--- config.mk ---
export PLATFORM = sky130hd
export DESIGN_NAME = unix_seconds_to_civil_date
export DESIGN_NICKNAME = d
export VERILOG_FILES = /design/src/hdl/uscd_pkg.sv /design/src/hdl/unix_seconds_to_civil_date.sv
export VERILOG_INCLUDE_DIRS = /design/src /design/src/hdl
export SDC_FILE = /design/constraint.sdc
export NUM_CORES = 2
export LEC_CHECK = 0
export BUFFER_PORTS_ARGS = -buffer_cell sky130_fd_sc_hd__buf_2
export CORE_MARGIN = 2
export CORE_UTILIZATION = 65
export CTS_BUF_LIST = sky130_fd_sc_hd__clkbuf_16
export DETAILED_ROUTE_END_ITERATION = 10
export PLACE_DENSITY_LB_ADDON = 0.1
export REMOVE_ABC_BUFFERS = 1
export SETUP_SLACK_MARGIN = 0.4
export SYNTH_ARGS = -nofsm -noshare
export SYNTH_HDL_FRONTEND = slang
export SYNTH_SLANG_ARGS = --single-unit
--- constraint.sdc ---
create_clock -name clk -period 7.95 [get_ports clk]
set_input_delay 0.795 -clock clk [delete_from_list [all_inputs] [get_ports clk]]
set_output_delay 0.795 -clock clk [all_outputs]
set_load 0.01 [all_outputs]
--- src/hdl/unix_seconds_to_civil_date_assert.svh ---
// ----------------------------------------------------------------------------
// unix seconds to civil date: assertion macros
// concurrent assertion wrappers, empty when synthesizing
// ----------------------------------------------------------------------------
`ifndef UNIX_SECONDS_TO_CIVIL_DATE_ASSERT_SVH
`define UNIX_SECONDS_TO_CIVIL_DATE_ASSERT_SVH
`ifndef SYNTHESIS
// checked property, off while reset is applied
`define USCD_ASSERT_RST(label, clk, rst_n, prop, msg) \
  label: assert property (@(posedge clk) disable iff (!rst_n) prop) else $error(msg);
// checked property, live through reset too
`define USCD_ASSERT(label, clk, prop, msg) \
  label: assert property (@(posedge clk) prop) else $error(msg);
`else
`define USCD_ASSERT_RST(label, clk, rst_n, prop, msg)
`define USCD_ASSERT(label, clk, prop, msg)
`endif
`endif

--- src/hdl/uscd_pkg.sv ---
// ----------------------------------------------------------------------------
// uscd_pkg
// types, divider reciprocals and calendar constants of the date converter
// ----------------------------------------------------------------------------
package uscd_pkg;

  // transaction payloads
  typedef struct packed {
    logic [31:0] unix_seconds;
    logic [9:0]  millis_in;
  } in_t;

  typedef struct packed {
    logic [11:0] cal_year;
    logic [3:0]  cal_month;
    logic [4:0]  cal_day;
    logic [4:0]  cal_hour;
    logic [5:0]  cal_minute;
    logic [5:0]  cal_second;
    logic [9:0]  millis_out;
  } out_t;

  // one pipeline stage worth of working values
  typedef struct packed {
    logic [31:0] secs;
    logic [9:0]  ms;
    logic [50:0] dprod;
    logic [31:0] rq;
    logic [15:0] days;
    logic [16:0] sod;
    logic [29:0] tprod;
    logic [4:0]  hour;
    logic [11:0] soh;
    logic [5:0]  minute;
    logic [5:0]  second;
    logic        era_hi;
    logic [17:0] doe;
    logic [1:0]  cc;
    logic [6:0]  nq;
    logic [17:0] num;
    logic [8:0]  yoe;
    logic [11:0] yr;
    logic [8:0]  doy;
    logic [3:0]  mp;
  } pipe_t;

  localparam int NumStages = 11;

  localparam logic [9:0]  MsMax    = 10'd999;
  localparam logic [16:0] DaySecs  = 17'd86400;
  localparam logic [11:0] HourSecs = 12'd3600;
  localparam logic [5:0]  MinSecs  = 6'd60;

  // floor reciprocals, quotient estimate is exact or one low
  localparam int DayShift = 35;
  localparam logic [25:0] DayRcp = 26'((64'd1 << DayShift) / 675);
  localparam int HrShift = 24;
  localparam logic [12:0] HrRcp = 13'((64'd1 << HrShift) / 3600);
  localparam int MinShift = 16;
  localparam logic [10:0] MinRcp = 11'((64'd1 << MinShift) / 60);
  localparam int CycShift = 18;
  localparam logic [7:0]  CycRcp = 8'((64'd1 << CycShift) / 1460);
  localparam int YrShift = 18;
  localparam logic [9:0]  YrRcp = 10'((64'd1 << YrShift) / 365);

  // eras of 400 years starting 1600-03-01 and 2000-03-01
  localparam logic [15:0] EraSplit    = 16'd11017;
  localparam logic [17:0] EraLoOffset = 18'd135080;
  localparam logic [11:0] EraLoYear   = 12'd1600;
  localparam logic [11:0] EraHiYear   = 12'd2000;
  localparam logic [17:0] CentDays1   = 18'd36524;
  localparam logic [17:0] CentDays2   = 18'd73048;
  localparam logic [17:0] CentDays3   = 18'd109572;
  localparam logic [10:0] CycDays     = 11'd1460;
  localparam logic [8:0]  YearDays    = 9'd365;
  localparam logic [3:0]  MarchBasedJan = 4'd10;

  // first day of each month, year starting in march
  function automatic logic [8:0] month_start(input logic [3:0] mp);
    logic [8:0] s;
    unique case (mp)
      4'd0:    s = 9'd0;
      4'd1:    s = 9'd31;
      4'd2:    s = 9'd61;
      4'd3:    s = 9'd92;
      4'd4:    s = 9'd122;
      4'd5:    s = 9'd153;
      4'd6:    s = 9'd184;
      4'd7:    s = 9'd214;
      4'd8:    s = 9'd245;
      4'd9:    s = 9'd275;
      4'd10:   s = 9'd306;
      4'd11:   s = 9'd337;
      default: s = 9'd0;
    endcase
    return s;
  endfunction

endpackage

--- src/hdl/unix_seconds_to_civil_date.sv ---
// ----------------------------------------------------------------------------
// unix_seconds_to_civil_date
// pipelined conversion of unix seconds to gregorian date and time of day
// ----------------------------------------------------------------------------
// usage
//   input: a transaction is taken at each rising edge with start high and
//   busy low; busy never rises, so a new timestamp may enter every cycle
//   output: out_valid is high for exactly one cycle per transaction with the
//   date in out_data; results leave in the order the inputs came in
// throughput and pipeline
//   one transaction per clock cycle, sustained
//   a result passes eleven work stages and the output register before
//   out_valid rises; each constant divide is a reciprocal multiply in one
//   stage and a single compare and correct in a later one, with the day
//   divide putting its back multiply in a stage between the two
// reset
//   rst_n low clears every valid bit, so nothing comes out until new
//   transactions have worked through the pipe; payload is not reset
// back pressure
//   the receiver has no way to hold results off, so nothing stalls
// ----------------------------------------------------------------------------
module unix_seconds_to_civil_date
  import uscd_pkg::*;
(
  input  logic clk,
  input  logic rst_n,
  input  logic start,
  output logic busy,
  input  in_t  in_data,
  output logic out_valid,
  output out_t out_data
);

`include "unix_seconds_to_civil_date_assert.svh"

  logic                 accept;
  logic [NumStages-1:0] vld_r;
  logic [NumStages-1:0] vld_nxt;
  logic                 out_valid_r;
  out_t                 out_data_r;
  out_t                 out_nxt;

  pipe_t s1_r, s2_r, s3_r, s4_r, s5_r, s6_r, s7_r, s8_r, s9_r, s10_r, s11_r;
  pipe_t s1_nxt, s2_nxt, s3_nxt, s4_nxt, s5_nxt, s6_nxt, s7_nxt, s8_nxt;
  pipe_t s9_nxt, s10_nxt, s11_nxt;

  // never stalls
  assign busy   = 1'b0;
  assign accept = start && !busy;

  // stage 1: saturate millis, day quotient estimate from seconds / 128 / 675
  always_comb begin
    s1_nxt       = '0;
    s1_nxt.secs  = in_data.unix_seconds;
    s1_nxt.ms    = (in_data.millis_in > MsMax) ? MsMax : in_data.millis_in;
    s1_nxt.dprod = 51'(in_data.unix_seconds[31:7]) * 51'(DayRcp);
  end

  // stage 2: product of the estimate and seconds per day
  always_comb begin
    s2_nxt      = s1_r;
    s2_nxt.days = s1_r.dprod[50:DayShift];
    s2_nxt.rq   = 32'(s1_r.dprod[50:DayShift]) * 32'(DaySecs);
  end

  // stage 3: remainder and correction, days and second of day
  always_comb begin : s3_comb
    logic [31:0] rem;
    rem    = s2_r.secs - s2_r.rq;
    s3_nxt = s2_r;
    if (rem >= 32'(DaySecs)) begin
      s3_nxt.days = s2_r.days + 16'd1;
      s3_nxt.sod  = 17'(rem - 32'(DaySecs));
    end else begin
      s3_nxt.sod  = rem[16:0];
    end
  end

  // stage 4: hour estimate, day of era
  always_comb begin
    s4_nxt        = s3_r;
    s4_nxt.tprod  = 30'(s3_r.sod) * 30'(HrRcp);
    s4_nxt.era_hi = (s3_r.days >= EraSplit);
    if (s3_r.days >= EraSplit) begin
      s4_nxt.doe = 18'(s3_r.days) - 18'(EraSplit);
    end else begin
      s4_nxt.doe = 18'(s3_r.days) + EraLoOffset;
    end
  end

  // stage 5: hour and second of hour; century count, leap cycle estimate
  always_comb begin : s5_comb
    logic [4:0]  hest;
    logic [16:0] hrem;
    hest   = s4_r.tprod[HrShift+4:HrShift];
    hrem   = s4_r.sod - 17'(hest) * 17'(HourSecs);
    s5_nxt = s4_r;
    if (hrem >= 17'(HourSecs)) begin
      s5_nxt.hour = hest + 5'd1;
      s5_nxt.soh  = 12'(hrem - 17'(HourSecs));
    end else begin
      s5_nxt.hour = hest;
      s5_nxt.soh  = hrem[11:0];
    end
    // the last day of the era stays in the third century, the count stops at three
    s5_nxt.cc    = 2'(s4_r.doe >= CentDays1) + 2'(s4_r.doe >= CentDays2)
                 + 2'(s4_r.doe >= CentDays3);
    s5_nxt.dprod = 51'(s4_r.doe) * 51'(CycRcp);
  end

  // stage 6: minute estimate; four year cycles in the era
  always_comb begin : s6_comb
    logic [6:0]  nest;
    logic [17:0] nrem;
    nest         = s5_r.dprod[CycShift+6:CycShift];
    nrem         = s5_r.doe - 18'(nest) * 18'(CycDays);
    s6_nxt       = s5_r;
    s6_nxt.tprod = 30'(s5_r.soh) * 30'(MinRcp);
    s6_nxt.nq    = (nrem >= 18'(CycDays)) ? nest + 7'd1 : nest;
  end

  // stage 7: minute and second; leap corrected day count
  always_comb begin : s7_comb
    logic [5:0]  mest;
    logic [11:0] mrem;
    mest   = s6_r.tprod[MinShift+5:MinShift];
    mrem   = s6_r.soh - 12'(mest) * 12'(MinSecs);
    s7_nxt = s6_r;
    if (mrem >= 12'(MinSecs)) begin
      s7_nxt.minute = mest + 6'd1;
      s7_nxt.second = 6'(mrem - 12'(MinSecs));
    end else begin
      s7_nxt.minute = mest;
      s7_nxt.second = mrem[5:0];
    end
    s7_nxt.num = s6_r.doe + 18'(s6_r.cc) - 18'(s6_r.nq);
  end

  // stage 8: year of era estimate
  always_comb begin
    s8_nxt       = s7_r;
    s8_nxt.dprod = 51'(s7_r.num) * 51'(YrRcp);
  end

  // stage 9: year of era
  always_comb begin : s9_comb
    logic [8:0]  yest;
    logic [17:0] yrem;
    yest       = s8_r.dprod[YrShift+8:YrShift];
    yrem       = s8_r.num - 18'(yest) * 18'(YearDays);
    s9_nxt     = s8_r;
    s9_nxt.yoe = (yrem >= 18'(YearDays)) ? yest + 9'd1 : yest;
  end

  // stage 10: day of march based year, year number
  always_comb begin : s10_comb
    logic [1:0]  cent;
    logic [17:0] ystart;
    cent   = 2'(s9_r.yoe >= 9'd100) + 2'(s9_r.yoe >= 9'd200)
           + 2'(s9_r.yoe >= 9'd300);
    ystart = 18'(s9_r.yoe) * 18'(YearDays) + 18'(s9_r.yoe[8:2]) - 18'(cent);
    s10_nxt     = s9_r;
    s10_nxt.doy = 9'(s9_r.doe - ystart);
    s10_nxt.yr  = (s9_r.era_hi ? EraHiYear : EraLoYear) + 12'(s9_r.yoe);
  end

  // stage 11: month of march based year
  always_comb begin : s11_comb
    logic [3:0] cnt;
    cnt = '0;
    for (int k = 1; k < 12; k++) begin
      cnt = cnt + 4'(s10_r.doy >= month_start(4'(k)));
    end
    s11_nxt    = s10_r;
    s11_nxt.mp = cnt;
  end

  // output: day of month, january and february belong to the next year
  always_comb begin
    out_nxt.cal_day    = 5'(s11_r.doy - month_start(s11_r.mp) + 9'd1);
    if (s11_r.mp >= MarchBasedJan) begin
      out_nxt.cal_month = s11_r.mp - 4'd9;
      out_nxt.cal_year  = s11_r.yr + 12'd1;
    end else begin
      out_nxt.cal_month = s11_r.mp + 4'd3;
      out_nxt.cal_year  = s11_r.yr;
    end
    out_nxt.cal_hour   = s11_r.hour;
    out_nxt.cal_minute = s11_r.minute;
    out_nxt.cal_second = s11_r.second;
    out_nxt.millis_out = s11_r.ms;
  end

  // valid bits travel with the data
  assign vld_nxt = {vld_r[NumStages-2:0], accept};

  always_ff @(posedge clk) begin
    if (!rst_n) begin
      vld_r       <= '0;
      out_valid_r <= 1'b0;
    end else begin
      vld_r       <= vld_nxt;
      out_valid_r <= vld_r[NumStages-1];
    end
  end

  // payload, no reset needed
  always_ff @(posedge clk) begin
    s1_r       <= s1_nxt;
    s2_r       <= s2_nxt;
    s3_r       <= s3_nxt;
    s4_r       <= s4_nxt;
    s5_r       <= s5_nxt;
    s6_r       <= s6_nxt;
    s7_r       <= s7_nxt;
    s8_r       <= s8_nxt;
    s9_r       <= s9_nxt;
    s10_r      <= s10_nxt;
    s11_r      <= s11_nxt;
    out_data_r <= out_nxt;
  end

  assign out_valid = out_valid_r;
  assign out_data  = out_data_r;

  // every accepted transaction comes out through the stages and the output register
  `USCD_ASSERT_RST(a_latency, clk, rst_n, accept |-> ##12 out_valid, "result missing")
  // no result without an accepted transaction that it belongs to
  `USCD_ASSERT(a_no_spurious, clk, out_valid |-> $past(accept, 12), "spurious result")
  // results stay within the calendar
  `USCD_ASSERT_RST(a_range, clk, rst_n, out_valid |-> (out_data.cal_month >= 4'd1 && out_data.cal_month <= 4'd12 && out_data.cal_day >= 5'd1 && out_data.cal_hour <= 5'd23 && out_data.cal_minute <= 6'd59 && out_data.cal_second <= 6'd59 && out_data.cal_year >= 12'd1970 && out_data.cal_year <= 12'd2106), "calendar field out of range")

endmodule

==> results.json <==
{
  "cts.sink_count": 676,
  "cts_buffers": 71,
  "avgSynthCellArea_um2": 10.54,
  "num_antenna_cells": 0,
  "arrival_ns": 7.19,
  "grt_max_degree": 19,
  "drive_above_1_share_pct": 5.512,
  "finalHoldViolCount": 0,
  "grt_pass1_vias": 30983,
  "synth_area_um2": 46940,
  "worst_pin_slew_ns": 1.075,
  "cts_resized": 0,
  "hp-start": "in_data[11]",
  "die_h_um": 272.7,
  "cap_violations": 0,
  "rsz0062_at_grt": "no",
  "vias": 29499,
  "outcome": "finished clean",
  "cp_slowest_cell": "nor4_1",
  "yosysTopAreaCell": "dfxtp_1",
  "htree_levels": 3,
  "ys_seq_area_share_pct": 28.83,
  "syn_inst": 4454,
  "firstDrtPassIters": 5,
  "postLayoutCoreUtil_pct": 71.01,
  "worst_r2r_path_depth": 28,
  "syn_to_final_growth_pct": 8.132,
  "startpoint_type": "flip-flop",
  "worstPathMaxFanout": 6,
  "die-area_um2": 74380,
  "critPathLaunch": "s5_r[225]",
  "path_clk_slew_ns": 0.07,
  "drv_slew": 0,
  "r2r_setup_slack_ns": 1.23,
  "hold_depth": 1,
  "cts_buffer_depth": 3,
  "tns_ns": 0,
  "wl_per_cell_um": 15.43,
  "fin_skew_ns": 0.02282,
  "clockRootBuffer": "clkbuf_16",
  "drt-total-wl_mm": 86.34,
  "post_drt_via_cell_ratio": 5.273,
  "place_congestion": 0.8583,
  "setup_violations": 0,
  "dp.final_hpwl_mm": 69.12,
  "dieWidth_um": 272.7,
  "clkLatencyLatePin_ns": 0.61,
  "period_share_pct": 84.49,
  "yosys-top-cells-area": "dfxtp_1 29%, ha_1 26%, fa_1 18%",
  "slew_headroom_pct": 27.77,
  "io_buffers": 93,
  "yosysWarnings": 0,
  "synth_seq_cells": 676,
  "path_class": "flip-flop to flip-flop",
  "period_minus_slack_ns": 6.717,
  "min_path_type": "primary input to flip-flop",
  "synth_top_flop_cell": "dfxtp_1",
  "required_ns": 8.42,
  "grt_pass1_wl_mm": 146.6,
  "drc": 0,
  "async_flop_share_pct": 0,
  "ant_nets": 0,
  "cts_tree": "built",
  "fmax_ghz": 0.1489,
  "boundaryPins": 95,
  "core_area_um2": 71490,
  "initial_core_util_pct": 65.67,
  "setup_ws_ns": 1.233,
  "num_rows": 98,
  "cp-end-kind": "flip-flop",
  "cts_setup_buffers": 0,
  "drt-initial-drc-count": 1138,
  "ys_types": 82,
  "synth_top_area_share_pct": 28.83,
  "grtUsageTotal_pct": 24.10,
  "grt_antenna_before_repair": 0,
  "rr_startpoint": "s5_r[225]",
  "holdWs_ns": 0.2771,
  "hold-path-endpoint": "s1_r[266]",
  "fin_nets": 6035,
  "pre_cts_slack_ns": 0.6277,
  "synth_edf_count": 0,
  "cts_hold_buf": 0,
  "reg2reg_to": "s6_r[52]",
  "slowest_delay_ns": 0.72,
  "gr-total-overflow": 0
}
-- Yosys cell counts, types with 7 or more instances --
master	instances
mux2i_1	10
a211oi_1	15
nand4_1	24
dfxtp_1	676
or3_1	15
a31oi_1	21
xnor2_1	175
o21ai_0	107
a21o_1	62
o31ai_1	13
o211ai_1	19
a21boi_0	19
nor3b_1	10
nor2_1	156
ha_1	978
nor4_1	12
xor2_1	73
o41ai_1	9
nand2_1	110
and2_1	25
mux2_2	7
clkbuf_1	24
nand3_1	50
nand3b_1	8
nor2b_1	27
o21a_1	37
o21bai_1	17
o2111ai_1	7
o311ai_0	10
a311oi_1	10
nor3_1	57
and3_1	22
nand2b_1	21
a21oi_1	144
a211o_1	7
inv_1	941
fa_1	422
or2_2	16
-- logic make-up after synthesis --
family,Yosys count,share of synthesized area (%)
mux,19,0.4451
fa+ha+maj,1400,44.06
compound gates,553,7.804
simple gates,585,6.392
other cells,1,0.007988
buf+inv,972,7.831
xor+xnor,248,4.627
flops,676,28.83
-- area by class of cell --
class | count | area, um^2
clock buffer | 72 | 1802
clock inverter | 55 | 498.0
fill | 5346 | 20730
inverter | 941 | 3532
multi-input combinational | 2806 | 29730
sequential | 676 | 13530
tap | 950 | 1189
timing repair buffer | 94 | 473.0
-- cells in the final DEF (no fill, tap or decap), drive strengths merged, types with 27 or more instances in the layout --
master  Yosys  final
dfxtp     676    676
nor2      156    156
xnor2     175    175
fa        422    422
o21ai     107    107
clkbuf     24     72
a21oi     145    145
xor2       73     73
inv       941    959
nor2b      27     27
buf         7     94
a21o       63     63
nand2     110    110
nand3      50     50
nor3       57     57
ha        978    978
o21a       37     37
-- how the worst max path moves through the flow --
stage / to / slack [ns] / depth (start not counted)
after floorplan: s1_r[254] / 1.56 / 19
after global placement: s1_r[254] / 0.71 / 20
after detailed placement: s1_r[254] / 0.63 / 20
after CTS: s1_r[254] / 1.23 / 20
after global routing: s1_r[254] / 0.81 / 20
final: s6_r[52] / 1.23 / 28
-- layer usage --
layer	part of all wire, %	routed length (um)	global-route usage, %
met1	45	38760	30.61
met2	50	43240	43.56
met3	2.9	2505	2.777
met4	2.1	1835	6.174
met5	0	0	0
-- critical path: cells and delay by family (launching register included) --
family	cells	cell delay [ns]
AO/OA/AOI/OAI	11	1.72
flip-flops	1	0.54
buffers and inverters	4	0.24
XOR/XNOR	2	0.53
adder cells (fa/ha/maj)	6	2.31
AND/OR/NAND/NOR	5	1.23
-- state kept, by name, indices dropped and copies added, names as in the netlist, named ones only --
name       cells
vld_r         11
s10_r         48
out_data      48
s4_r          51
s10_nxt       46
out_valid      1
s5_r          55
s6_r          61
s2_r          82
s8_r          64
s11_r         21
out_nxt       27
s7_r          55
s1_r          58
s3_r          43
-- through the flow --
step                cells  cell area [um^2]
floorplan            4423             46800
global placement     5467             48460
detailed placement   5467             48460
CTS                  5594             50760
global route         5594             50760
finish               5594             50760
Power is not shown: default switching activity piles up to over one toggle a cycle in this logic, so the estimate is an artifact.
